$ cat src/hdl/hgk_pkg.sv
// Shared types, constants and elaboration-time functions for the Helmholtz kernel pipeline.
package hgk_pkg;

    localparam logic [63:0] INV4PI_Q64 = 64'h145F306DC9C882A5;
    localparam logic [63:0] INV2PI_Q64 = 64'h28BE60DB9391054A;
    localparam logic [34:0] TWOPI_Q32  = 35'd26986075409;
    localparam logic [63:0] PI4_Q62    = 64'h3243F6A8885A308D;
    localparam logic signed [63:0] KGAIN_Q40 = 64'sd667681663043;

    // One stage of the bit-pair square root.
    typedef struct packed {
        logic [63:0] v;
        logic [63:0] r;
    } t_sqrt_stage;

    // One stage of the restoring divider.
    typedef struct packed {
        logic [63:0] rem;
        logic [63:0] q;
        logic [63:0] lo;
        logic [63:0] d;
        logic        sat;
    } t_div_stage;

    // One stage of the rotation CORDIC.
    typedef struct packed {
        logic signed [63:0] x;
        logic signed [63:0] y;
        logic signed [63:0] z;
    } t_cordic_stage;

    // Long division by shift and subtract, used only on constants.
    function automatic logic [63:0] udiv_const(input logic [63:0] num, input logic [63:0] den);
        logic [64:0] rem;
        logic [63:0] quo;
        rem = '0;
        quo = '0;
        for (int b = 63; b >= 0; b--) begin
            rem = {rem[63:0], num[b]};
            quo = {quo[62:0], 1'b0};
            if (rem >= {1'b0, den}) begin
                rem = rem - {1'b0, den};
                quo[0] = 1'b1;
            end
        end
        return quo;
    endfunction

    // atan(2^-i) in Q.40 from the alternating series, truncated per term in Q.62.
    function automatic logic signed [63:0] atan_q40(input int i);
        logic [63:0] acc;
        logic [63:0] t;
        int          e;
        acc = '0;
        if (i == 0) begin
            return signed'((PI4_Q62 + (64'd1 << 21)) >> 22);
        end
        for (int n = 0; n < 64; n++) begin
            e = 62 - i * (2 * n + 1);
            if (e >= 0) begin
                t = udiv_const(64'd1 << e, 64'(2 * n + 1));
                acc = (n % 2 == 1) ? acc - t : acc + t;
            end
        end
        return signed'((acc + (64'd1 << 21)) >> 22);
    endfunction

endpackage

$ cat src/hdl/hgk_cordic_cell.sv
// One rotation step of the CORDIC chain.
module hgk_cordic_cell #(
    parameter int STEP = 0
) (
    input  logic                   i_clk,
    input  logic                   i_en,
    input  hgk_pkg::t_cordic_stage i_d,
    output hgk_pkg::t_cordic_stage o_q
);
    localparam logic signed [63:0] ATAN = hgk_pkg::atan_q40(STEP);

    hgk_pkg::t_cordic_stage r_q, n_q;
    logic signed [63:0]     dx, dy;

    always_comb begin
        dx = i_d.y >>> STEP;
        dy = i_d.x >>> STEP;
        if (!i_d.z[63]) begin
            n_q.x = i_d.x - dx;
            n_q.y = i_d.y + dy;
            n_q.z = i_d.z - ATAN;
        end else begin
            n_q.x = i_d.x + dx;
            n_q.y = i_d.y - dy;
            n_q.z = i_d.z + ATAN;
        end
    end

    always_ff @(posedge i_clk) begin
        if (i_en) begin
            r_q <= n_q;
        end
    end

    assign o_q = r_q;
endmodule

$ cat config.mk
export PLATFORM = sky130hd
export DESIGN_NAME = hgk_cordic_cell
export DESIGN_NICKNAME = d
export VERILOG_FILES = /design/src/hdl/hgk_pkg.sv /design/src/hdl/hgk_cordic_cell.sv
export SDC_FILE = /design/constraint.sdc
export NUM_CORES = 1
export LEC_CHECK = 0
export BUFFER_PORTS_ARGS = -buffer_cell sky130_fd_sc_hd__buf_2
export CELL_PAD_IN_SITES_DETAIL_PLACEMENT = 1
export CELL_PAD_IN_SITES_GLOBAL_PLACEMENT = 1
export CORE_ASPECT_RATIO = 1.75
export CORE_MARGIN = 10
export CORE_UTILIZATION = 38
export CTS_BUF_LIST = sky130_fd_sc_hd__clkbuf_2 sky130_fd_sc_hd__clkbuf_4 sky130_fd_sc_hd__clkbuf_8
export DETAILED_ROUTE_END_ITERATION = 6
export GPL_ROUTABILITY_DRIVEN = 1
export PLACE_DENSITY_LB_ADDON = 0.1
export SLEW_MARGIN = 15
export SYNTH_ARGS = -nofsm -noshare
export SYNTH_HDL_FRONTEND = slang
export SYNTH_SLANG_ARGS = --single-unit
$ cat constraint.sdc
create_clock -name i_clk -period 5.5 [get_ports i_clk]
set_input_delay 0.275 -clock i_clk [delete_from_list [all_inputs] [get_ports i_clk]]
set_output_delay 0.275 -clock i_clk [all_outputs]
set_load 0.01 [all_outputs]
==> results.py <==
metrics = {
    "critical_path": {
        "crit_required_ns": 5.81,
        "max_stage_delay_ns": 0.59,
        "crit_type": "input pin to register",
        "endpoint_kind": "register",
        "cp_max_fo": 13,
        "worst_setup_path_start_kind": "input pin",
        "cp_top_family": "compound AO/OA/AOI/OAI gates",
        "cp.depth": 15,
        "slowest_stage": "a2111oi_1",
        "crit_start": "i_d[67]",
        "crit_end": "o_q[125]",
        "worst_ep_arrival_time_ns": 4.70,
        "cp_num_buf_inv": 3,
        "crit_chain": "buf_2 -> inv_1 -> ha_1 -> nand3_1 -> a21oi_1 -> o21ai_1 -> a2111oi_1 -> o32ai_1 -> o221ai_1 -> a221oi_2 -> o31ai_1 -> buf_4 -> nor4b_1 -> o22ai_1 -> xnor2_1",
    },
    "cells_and_area": {
        "final_common_cell": "buf_2",
        "fillCellCount": 6972,
        "layout-drive-gt1-share_pct": 15.9,
        "nNetsFinal": 3420,
        "multi_input_area_mm2": 0.0144,
        "largest_reg_flops": 191,
        "mostFrequentLayoutCells": "buf_2 (383), a21oi_1 (380), ha_1 (252), nor2_1 (222), inv_1 (220)",
        "area.growth.synth_to_final_pct": 13.7,
        "regArea_mm2": 0.00574,
    },
    "die": {
        "start_util_pct": 38.4,
        "die_h_um": 335,
        "rows": 115,
        "die-area_mm2": 0.0669,
        "ios": 386,
        "core_mm2": 0.0561,
        "die_x_um": 200,
    },
    "synthesis": {
        "ys_seq_area_share_pct": 26.6,
        "yosys_warnings": 0,
        "synth-edff-count": 191,
        "syn_area_mm2": 0.0215,
        "syn_nets": 3114,
        "synth_top_flop_cell": "edfxtp_1",
        "synthArstFlopShare_pct": 0,
        "avgSynthCellArea_um2": 8.08,
        "syn_inst": 2664,
        "synth.distinct_cells": 82,
        "ys_seq_elements": 191,
    },
    "clock_tree": {
        "clkSinkCount": 191,
        "cts.root.buffer_cell": "clkbuf_8",
        "cts_resized": 0,
        "clk_pin_slew_worst_paths_ns": 0.10,
        "postCtsSetupBuffers": 0,
        "holdBufCountCts": 0,
        "cts_buffers": 17,
        "htreeDepth": 4,
        "cts_tree": "built",
        "clock_path_buffers": 2,
    },
    "grt": {
        "grt_pass1_wl_mm": 151,
        "overflow": 0,
        "grt_pass1_vias": 24000,
        "grt_max_degree": 125,
        "antenna_found_initial": 8,
        "grtUsageTotal_pct": 30.2,
    },
    "timing": {
        "worst_pin_slew_ns": 1.02,
        "setup_viol": 0,
        "hold_violations": 0,
        "relSlewSlack_pct": 31.7,
        "fin_crit_sh_pct": 79.8,
        "finalHoldWorstSlack_ns": 0.0389,
        "fmax_mhz": 228,
        "grt_setup_unrepaired": "false",
        "tns_ns": 0,
        "min_period_ns": 4.39,
        "drv_slew": 0,
    },
    "routing": {
        "vias": 22300,
        "wl_mm": 103,
        "drt_iter0_markers": 1145,
        "wl_per_cell_um": 28.1,
        "detail-route-antenna-nets": 0,
        "drc": 0,
        "drt-vias-per-instance": 6.06,
        "drtPass1Iterations": 6,
    },
    "place": {
        "routabilityCongestion": 1.00,
        "io_buffers": 385,
        "post-dp-hpwl_mm": 85.8,
    },
    "hold_path": {
        "hp-class": "input pin to register",
    },
    "power_and_ir_drop": {
        "leakage_nw": 10.6,
        "p_seq_share_pct": 35.0,
        "switching_share_pct": 42.9,
        "p_int_mw": 3.34,
        "powerDensity_mw_per_mm2": 239,
        "switchingPower_mw": 2.52,
        "ir_worst_vdd_mv": 0.164,
        "p_comb_share_pct": 47.1,
        "clockPowerShare_pct": 17.9,
    },
    "run": {
        "drv_cap": 0,
    },
    "outcome": {
        "status": "finished, final reports clean",
    },
}
[synth_stat cells, types with 12 or more instances]
cell type | number | area share [%]
a21oi_1 | 380 | 8.8
ha_1 | 252 | 15
nor2_1 | 222 | 3.9
inv_1 | 221 | 3.9
edfxtp_1 | 191 | 27
o21ai_0 | 180 | 4.2
xnor2_1 | 150 | 6.1
nand2_1 | 146 | 2.5
clkbuf_1 | 97 | 1.7
o21bai_1 | 87 | 3.0
nand4_1 | 76 | 2.2
a21o_1 | 72 | 2.5
nor3_1 | 59 | 1.4
nor2b_1 | 39 | 1.1
nand3_1 | 32 | 0.74
xor2_1 | 32 | 1.3
mux2i_1 | 29 | 1.3
nor4_1 | 29 | 0.84
o31ai_1 | 26 | 0.91
o21a_1 | 22 | 0.77
a211oi_1 | 21 | 0.73
a31oi_1 | 21 | 0.61
nand2b_1 | 20 | 0.58
buf_1 | 17 | 0.30
o221ai_1 | 15 | 0.61
o211ai_1 | 13 | 0.45
o31a_1 | 12 | 0.49
[how the worst min path moves through the flow]
stage	startpoint	end	cells past startpoint
final	i_d[0]	o_q[0]	2
after floorplan	i_en	o_q[0]	0
after global routing	i_d[0]	o_q[0]	2
after detailed placement	i_d[0]	o_q[0]	2
after CTS	i_d[0]	o_q[0]	2
after global placement	i_d[0]	o_q[0]	2
[metal layers]
metal / wire [um] / global-route usage (%) / vias to the layer above / part of all wire [%]
met5: 66 / 0 / - / 0.064
met2: 54500 / 56.6 / 872 / 53
met1: 35700 / 29.0 / 10800 / 35
li1: - / - / 10300 / -
met4: 7950 / 21.1 / 12 / 7.7
met3: 5220 / 5.09 / 319 / 5.0
[area by class of cell]
type / instances / share of cell area (%)
inverter: 232 / 3.56
clock buffer: 18 / 0.986
timing repair buffer: 411 / 8.78
multi-input combinational: 2117 / 59.0
sequential: 191 / 23.4
antenna: 2 / 0.0204
clock inverter: 14 / 0.675
tap: 702 / 3.59
[power groups by stage]
| stage | registers (mW) | clock network [mW] | logic, mW |
|---|---|---|---|
| CTS | 2.05 | 1.08 | 2.74 |
| finish | 2.05 | 1.05 | 2.76 |
| global placement | 2.08 | 0 | 2.69 |
| detailed placement | 2.08 | 0 | 2.73 |
| global route | 2.07 | 1.12 | 2.97 |
| floorplan | 2.18 | 0 | 1.47 |
[kinds of logic after synthesis]
group	synth area share, %
xor gates and xnor gates	7.41
buffers and inverters	6.29
DFF	26.6
adders and majority gates	15.0
and+or+nand+nor	15.6
muxes	1.40
AOI/OAI and AO/OA	27.6
[per-stage QoR]
| step | total power [mW] | instance area [um^2] | setup WS [ns] | instances | utilization [%] |
|---|---|---|---|---|---|
| 2_1_floorplan | 3.64 | 21500 | 0.348 | 2664 | - |
| 3_3_place_gp | 4.77 | 24100 | 0.779 | 3653 | 42.9 |
| 3_5_place_dp | 4.81 | 24100 | 0.702 | 3653 | 42.9 |
| 4_1_cts | 5.87 | 24500 | 1.31 | 3685 | 43.6 |
| 5_1_grt | 6.16 | 24500 | 1.09 | 3687 | 43.6 |
| 6_report | 5.86 | 24500 | 1.11 | 3687 | 43.6 |
No activity file was read; power rests on OpenSTA's default activity.
