File: src/hdl/hgk_pkg.sv
// Shared types, constants and elaboration-time functions for the Helmholtz kernel pipeline.
package hgk_pkg;

    localparam logic [63:0] INV4PI_Q64 = 64'h145F306DC9C882A5;
    localparam logic [63:0] INV2PI_Q64 = 64'h28BE60DB9391054A;
    localparam logic [34:0] TWOPI_Q32  = 35'd26986075409;
    localparam logic [63:0] PI4_Q62    = 64'h3243F6A8885A308D;
    localparam logic signed [63:0] KGAIN_Q40 = 64'sd667681663043;

    // One stage of the bit-pair square root.
    typedef struct packed {
        logic [63:0] v;
        logic [63:0] r;
    } t_sqrt_stage;

    // One stage of the restoring divider.
    typedef struct packed {
        logic [63:0] rem;
        logic [63:0] q;
        logic [63:0] lo;
        logic [63:0] d;
        logic        sat;
    } t_div_stage;

    // One stage of the rotation CORDIC.
    typedef struct packed {
        logic signed [63:0] x;
        logic signed [63:0] y;
        logic signed [63:0] z;
    } t_cordic_stage;

    // Long division by shift and subtract, used only on constants.
    function automatic logic [63:0] udiv_const(input logic [63:0] num, input logic [63:0] den);
        logic [64:0] rem;
        logic [63:0] quo;
        rem = '0;
        quo = '0;
        for (int b = 63; b >= 0; b--) begin
            rem = {rem[63:0], num[b]};
            quo = {quo[62:0], 1'b0};
            if (rem >= {1'b0, den}) begin
                rem = rem - {1'b0, den};
                quo[0] = 1'b1;
            end
        end
        return quo;
    endfunction

    // atan(2^-i) in Q.40 from the alternating series, truncated per term in Q.62.
    function automatic logic signed [63:0] atan_q40(input int i);
        logic [63:0] acc;
        logic [63:0] t;
        int          e;
        acc = '0;
        if (i == 0) begin
            return signed'((PI4_Q62 + (64'd1 << 21)) >> 22);
        end
        for (int n = 0; n < 64; n++) begin
            e = 62 - i * (2 * n + 1);
            if (e >= 0) begin
                t = udiv_const(64'd1 << e, 64'(2 * n + 1));
                acc = (n % 2 == 1) ? acc - t : acc + t;
            end
        end
        return signed'((acc + (64'd1 << 21)) >> 22);
    endfunction

endpackage

File: src/hdl/hgk_sqrt_cell.sv
// One cell of the square root chain: decides one result bit.
module hgk_sqrt_cell #(
    parameter int STEP = 0
) (
    input  logic                 i_clk,
    input  logic                 i_en,
    input  hgk_pkg::t_sqrt_stage i_d,
    output hgk_pkg::t_sqrt_stage o_q
);
    localparam logic [63:0] BIT = 64'd1 << (62 - 2 * STEP);

    hgk_pkg::t_sqrt_stage r_q, n_q;
    logic [63:0]          trial;

    always_comb begin
        trial = i_d.r + BIT;
        if (i_d.v >= trial) begin
            n_q.v = i_d.v - trial;
            n_q.r = (i_d.r >> 1) + BIT;
        end else begin
            n_q.v = i_d.v;
            n_q.r = i_d.r >> 1;
        end
    end

    always_ff @(posedge i_clk) begin
        if (i_en) begin
            r_q <= n_q;
        end
    end

    assign o_q = r_q;
endmodule

File: config.mk
export PLATFORM = sky130hd
export DESIGN_NAME = hgk_sqrt_cell
export DESIGN_NICKNAME = d
export VERILOG_FILES = /design/src/hdl/hgk_pkg.sv /design/src/hdl/hgk_sqrt_cell.sv
export SDC_FILE = /design/constraint.sdc
export NUM_CORES = 1
export LEC_CHECK = 0
export CORE_UTILIZATION = 55
export DETAILED_ROUTE_END_ITERATION = 12
export DONT_BUFFER_PORTS = 1
export GPL_TIMING_DRIVEN = 0
export MAX_ROUTING_LAYER = met4
export PLACE_DENSITY_LB_ADDON = 0.08
export SYNTH_ARGS = -nofsm -noshare
export SYNTH_HDL_FRONTEND = slang
export SYNTH_SLANG_ARGS = --single-unit
File: constraint.sdc
create_clock -name i_clk -period 3.4 [get_ports i_clk]
set_input_delay 0.68 -clock i_clk [delete_from_list [all_inputs] [get_ports i_clk]]
set_output_delay 0.68 -clock i_clk [all_outputs]
set_load 0.02 [all_outputs]
==> impl_metrics.json, run 1 <==
{
  "yosysMostFrequentCell": "edfxtp_1",
  "timing.setup.tns_ps": 0,
  "vertical_extent_of_the_die_um": 127,
  "area.growth.synth_to_final_pct": 11.9,
  "grt_pass1_wl_um": 34000,
  "worst_path_dominant_cell_family": "compound AO/OA/AOI/OAI gates",
  "antennaDiodeCount": 0,
  "cp_cell_sequence": "inv_1 > ha_1 > o211ai_1 > a21oi_2 > o41ai_2 > nand4bb_1 > and4_1 > o21bai_1 > o21bai_2 > a21boi_0 > xnor2_1 > mux2_2",
  "critPathKind": "input pin to register",
  "synth_edf_count": 128,
  "drc": 0,
  "global_route.peak_usage_layer": "met2",
  "post-route-cell-area_um2": 9630,
  "setup_repair_after_global_routing_missed_its_margin": "yes",
  "cts_root_buf": "clkbuf_16",
  "critPathArrivalTime_ps": 3550,
  "grtUsageMet2_pct": 45.0,
  "placement.cell_area_um2": 8900,
  "cp_slowest_cell": "o41ai_2",
  "startpoint_type": "input pin",
  "ys.warnings.count": 0,
  "synth_cell_type_count": 58,
  "cts_tree": "yes",
  "timing.max_slew.rel_slack_pct": 53.4,
  "outcome": "completed",
  "syn-instance-count": 885,
  "timing.final.hold_violations": 0,
  "route.vias.total": 6865,
  "post-synth-top-area-fraction_pct": 44.6,
  "crit_fanout": 6,
  "globalRouteMet1Util_pct": 33.6,
  "grt_max_degree": 129,
  "power.leakage_nw": 4.07,
  "drt_first_pass_iters": 8,
  "wl_per_cell_um": 19.5,
  "worstHoldPathCells": 0,
  "power_density_nw_per_um2": 535,
  "design.die.area_um2": 16200,
  "num_cts_buffers": 17,
  "largest_register_ffs": 128,
  "first_global_vias": 6659,
  "initial_utilization_pct": 56.4,
  "final_period_minus_worst_setup_slack_ps": 3370,
  "placementRows": 45,
  "synth.net_count": 1080,
  "via_per_inst": 6.05,
  "ys_seq_area_share_pct": 44.6,
  "placement.io_buffers": 0,
  "synth_top_cells_by_count": "128 x edfxtp_1, 111 x a21oi_1, 82 x nor2_1, 78 x inv_1, 64 x ha_1",
  "timing.final.crit_share_pct": 99.3,
  "antenna_violating_nets_post_route": 0,
  "ys_async_sr_fraction_pct": 0,
  "synthDominantAreaCellType": "edfxtp_1",
  "number_of_antenna_violations_at_the_first_check_in_global_routing": 0,
  "gr-usage-met3_pct": 7.79,
  "nNetsFinal": 1106,
  "weighted_congestion_reported_at_the_end_of_routability_driven_placement": 0.895,
  "die-width_um": 127,
  "hold_buffers": 0,
  "total_clock_sinks": 128,
  "cp.depth": 12,
  "drive_above_1_share_pct": 9.74,
  "worst_pin_slew_ps": 692,
  "setup-violations-final": 0,
  "grt_usage_pct": 28.1,
  "cell_area_after_synthesis_um2": 8610,
  "slew_violations": 0,
  "worstSetupEndpointType": "register",
  "floorplan.io_pins": 258,
  "postSynthAreaPerCell_um2": 9.73,
  "postSynthRegisterBits": 128,
  "cts.path.max_buffers": 2,
  "h_tree_level_count": 4,
  "critical-path-max-stage-delay_ps": 470,
  "route.final.wire_length_um": 22100,
  "grt.overflow.total": 0,
  "detail_route.iter0.violations": 721,
  "hp-class": "input pin to register",
  "filler_cells_inserted": 1269,
  "clk_pin_slew_ps": 60,
  "dpl.hpwl_um": 16600,
  "synth_area_leaders": "edfxtp_1 45%, ha_1 9.3%, a21oi_1 6.5%",
  "cap_violations": 0,
  "achievable-frequency_mhz": 296,
  "critPathRequiredTime_ps": 3580,
  "vdd.ir_drop.worst_v": 0.000388,
  "cp.buffers_inverters": 1,
  "synth_top_flop_cell": "edfxtp_1",
  "core_area_um2": 15300
}
[report_power, final]
part / total [W] / switching (W) / leakage, nW / internal, W
clock network: 0.00175 / 0.000678 / 0.268 / 0.00107
logic: 0.00111 / 0.000657 / 2.54 / 0.000455
registers: 0.00229 / 0.000302 / 1.25 / 0.00199
total: 0.00515 / 0.00164 / 4.07 / 0.00352
[timing repair]
action                                  4_1_cts  5_1_grt
endpoints found under the setup margin       66       65
hold endpoints to repair                      0        0
buffers inserted                              4        5
resized for setup                            13       15
pin swaps                                     4        6
[layout by cell type (no fill, tap or decap), types with 20 or more instances in the layout]
cell	synthesis	routed
inv_1	78	78
clkbuf_1	25	24
nand2_1	52	52
o21ai_0	40	37
nor2_1	82	82
a21o_1	49	49
edfxtp_1	128	128
a21oi_1	111	108
xor2_1	20	20
xnor2_1	36	36
ha_1	64	62
[metal layers]
layer | part of all wire (%) | wire length [um]
met2 | 48 | 10500
met5 | 0 | 0
met3 | 7.9 | 1750
met1 | 42 | 9340
met4 | 2.3 | 519
[layout make-up]
class                   instances  area, um2  share of cell area (%)
flip-flops and latches        128       3840                    39.9
plain buffers                  35        155                    1.61
inverters                      78        293                    3.04
well taps                     211        264                    2.74
multi-input cells             642       4450                    46.2
clock buffers                  21        440                    4.57
repair buffers                  9       67.6                   0.702
clock inverters                11        116                    1.21
[per-stage QoR]
stage	utilization, %	total power [W]	hold slack (ps)	setup WS [ps]	std cells
after global placement	58.4	0.00336	779	-1100	1096
final	63.1	0.00515	343	25.5	1135
after CTS	62.5	0.00513	335	8.31	1132
after floorplan	-	0.00311	779	0.903	885
after detailed placement	58.4	0.00337	779	-1030	1096
after global routing	63.1	0.00535	336	-53.3	1135
[worst paths after layout]
kind / endpoint / from
setup / recovery: o_q[118] / i_d[3]
hold / removal: o_q[59] / i_d[60]
[cell families (layout without fill, tap and decap cells)]
logic type,after synthesis,after routing,synth area share (%)
AOI/OAI and AO/OA,272,272,19.8
and+or+nand+nor,234,234,13.2
DFF,128,128,44.6
buffers and inverters,115,154,5.19
adders and majority gates,65,65,9.53
xor gates and xnor gates,56,56,5.70
muxes,15,15,1.95
No activity file was read; power rests on OpenSTA's default activity.
==> run 2: changes to the inputs <==
--- a/config.mk
+++ b/config.mk
@@ -11,6 +11,7 @@
 export GPL_TIMING_DRIVEN = 0
 export MAX_ROUTING_LAYER = met4
 export PLACE_DENSITY_LB_ADDON = 0.08
+export SETUP_SLACK_MARGIN = 0.4
 export SYNTH_ARGS = -nofsm -noshare
 export SYNTH_HDL_FRONTEND = slang
 export SYNTH_SLANG_ARGS = --single-unit
==> impl_metrics.json, run 2 (synthesis gave the netlist of run 1 again) <==
{
  "outcome": "completed",
  "route.vias.total": 7316,
  "achievable-frequency_mhz": 317,
  "clk_pin_slew_ps": 60,
  "initial_utilization_pct": 56.4,
  "cap_violations": 0,
  "power_frac_seq_pct": 41.6,
  "cts_tree": "yes",
  "first_global_vias": 6840,
  "slew_violations": 0,
  "worstSetupEndpointType": "register",
  "hp-class": "input pin to register",
  "nNetsFinal": 1156,
  "worst_pin_slew_ps": 561,
  "power.leakage_nw": 4.57,
  "vertical_extent_of_the_die_um": 127,
  "setup_repair_after_global_routing_missed_its_margin": "yes",
  "setup-violations-final": 0,
  "netSwitchingFraction_pct": 32.4,
  "power_density_nw_per_um2": 500,
  "detail_route.iter0.violations": 500,
  "placement.io_buffers": 0,
  "number_of_antenna_violations_at_the_first_check_in_global_routing": 0,
  "design.die.area_um2": 16200,
  "vdd.ir_drop.worst_v": 0.000387,
  "weighted_congestion_reported_at_the_end_of_routability_driven_placement": 0.956,
  "timing.final.crit_share_pct": 92.7,
  "floorplan.io_pins": 258,
  "critical-path-max-stage-delay_ps": 450,
  "core_area_um2": 15300,
  "internal_power_w": 0.00373,
  "cts_root_buf": "clkbuf_16",
  "comb_power_share_pct": 28.1,
  "filler_cells_inserted": 1079,
  "dpl.hpwl_um": 16800,
  "placementRows": 45,
  "numPlacedInstances": 1096,
  "via_per_inst": 6.17,
  "cp.buffers_inverters": 2,
  "startpoint_type": "input pin",
  "cp_slowest_cell": "or4b_4",
  "grt_max_degree": 129,
  "area.growth.synth_to_final_pct": 28.3,
  "area.sequential_um2": 3840,
  "wl_per_cell_um": 20.6,
  "final_period_minus_worst_setup_slack_ps": 3150,
  "crit_fanout": 5,
  "p_total_w": 0.00552,
  "crit_start": "i_d[15]",
  "grt.overflow.total": 0,
  "drt_first_pass_iters": 5,
  "clock_power_share_pct": 30.3,
  "grt_usage_pct": 29.2,
  "timing.max_slew.rel_slack_pct": 62.2,
  "worst_path_dominant_cell_family": "simple AND/OR/NAND/NOR gates",
  "cp_cell_sequence": "inv_6 > ha_4 > and2_4 > nand3_4 > or3_4 > a41o_1 > nor3_2 > o21ai_2 > o41ai_4 > buf_4 > or4b_4 > a21oi_2 > nor3_1",
  "drive_above_1_share_pct": 25.5,
  "final_common_cell": "edfxtp_1",
  "h_tree_level_count": 4,
  "die-width_um": 127,
  "timing.final.hold_violations": 0,
  "cts.path.max_buffers": 2,
  "critPathRequiredTime_ps": 3590,
  "critPathKind": "input pin to register",
  "route.final.wire_length_um": 24400,
  "antenna_violating_nets_post_route": 0,
  "switching_power_summed_over_all_nets_w": 0.00179,
  "total_clock_sinks": 128,
  "critPathArrivalTime_ps": 3340,
  "grt_pass1_wl_um": 35200,
  "final-instance-count-excl-fill": 1185,
  "drc": 0,
  "num_cts_buffers": 17,
  "antennaDiodeCount": 0,
  "footprint_of_the_multi_input_gates_um2": 5120,
  "timing.hold.worst.start": "i_d[34]",
  "largest_register_ffs": 128,
  "top_library_cells_by_usage_in_the_layout_fill_and_taps_aside": "128 x edfxtp_1, 80 x a21oi_1, 79 x nor2_1"
}
-- run 2: cell count changes in the layout (fill, tap and decap cells not counted), sizes merged --
cell / previous run / this run
bufinv: 2 / 1
clkinvlp: 2 / 4
buf: 20 / 69
-- run 2: metrics by stage --
stage | hold slack (ps) | utilization, % | TNS (ps) | setup WS [ps] | area [um2]
floorplan | 779 | - | 0 | 126 | 8970
global placement | 779 | 60.5 | -34560 | -789 | 9240
detailed placement | 779 | 60.5 | -35840 | -780 | 9240
CTS | 339 | 67.2 | 0 | 212 | 10300
global route | 331 | 72.4 | 0 | 148 | 11000
finish | 338 | 72.4 | 0 | 247 | 11000
-- run 2: power by group through the flow --
stage	sequential, W	clock, W	combinational (W)
2_1_floorplan	0.00230	0	0.000895
3_3_place_gp	0.00233	0	0.00111
3_5_place_dp	0.00233	0	0.00113
4_1_cts	0.00230	0.00168	0.00129
5_1_grt	0.00231	0.00172	0.00167
6_report	0.00230	0.00168	0.00155
-- run 2: routing by layer --
| layer | up-vias | share of wire (%) | wire, um | GRT usage (%) |
|---|---|---|---|---|
| met5 | - | 0 | 0 | - |
| met4 | 0 | 2.6 | 626 | 11.2 |
| met3 | 57 | 9.3 | 2260 | 8.63 |
| met2 | 391 | 48 | 11700 | 45.9 |
| met1 | 3477 | 40 | 9790 | 35.5 |
| li1 | 3391 | - | - | - |
-- run 2: path summary, 6_finish.rpt --
check / slack [ps] / end / cells past startpoint
setup / recovery: 250 / o_q[124] / 13
hold / removal: 340 / o_q[33] / 0
-- run 2: final cells by class --
type                       count  share of cell area, %
clock buffer                  20                   3.95
multi-input combinational    642                   46.4
buffer                        37                   3.36
clock inverter                12                  0.861
timing repair buffer          57                   5.40
sequential                   128                   34.8
inverter                      78                   2.85
tap                          211                   2.39
-- run 2: what timing repair did --
action,4_1_cts,5_1_grt
gates resized for setup,75,115
pin swaps,23,60
endpoints found under the setup margin,66,65
hold buffers,0,0
cloned,2,5
setup buffers,20,30
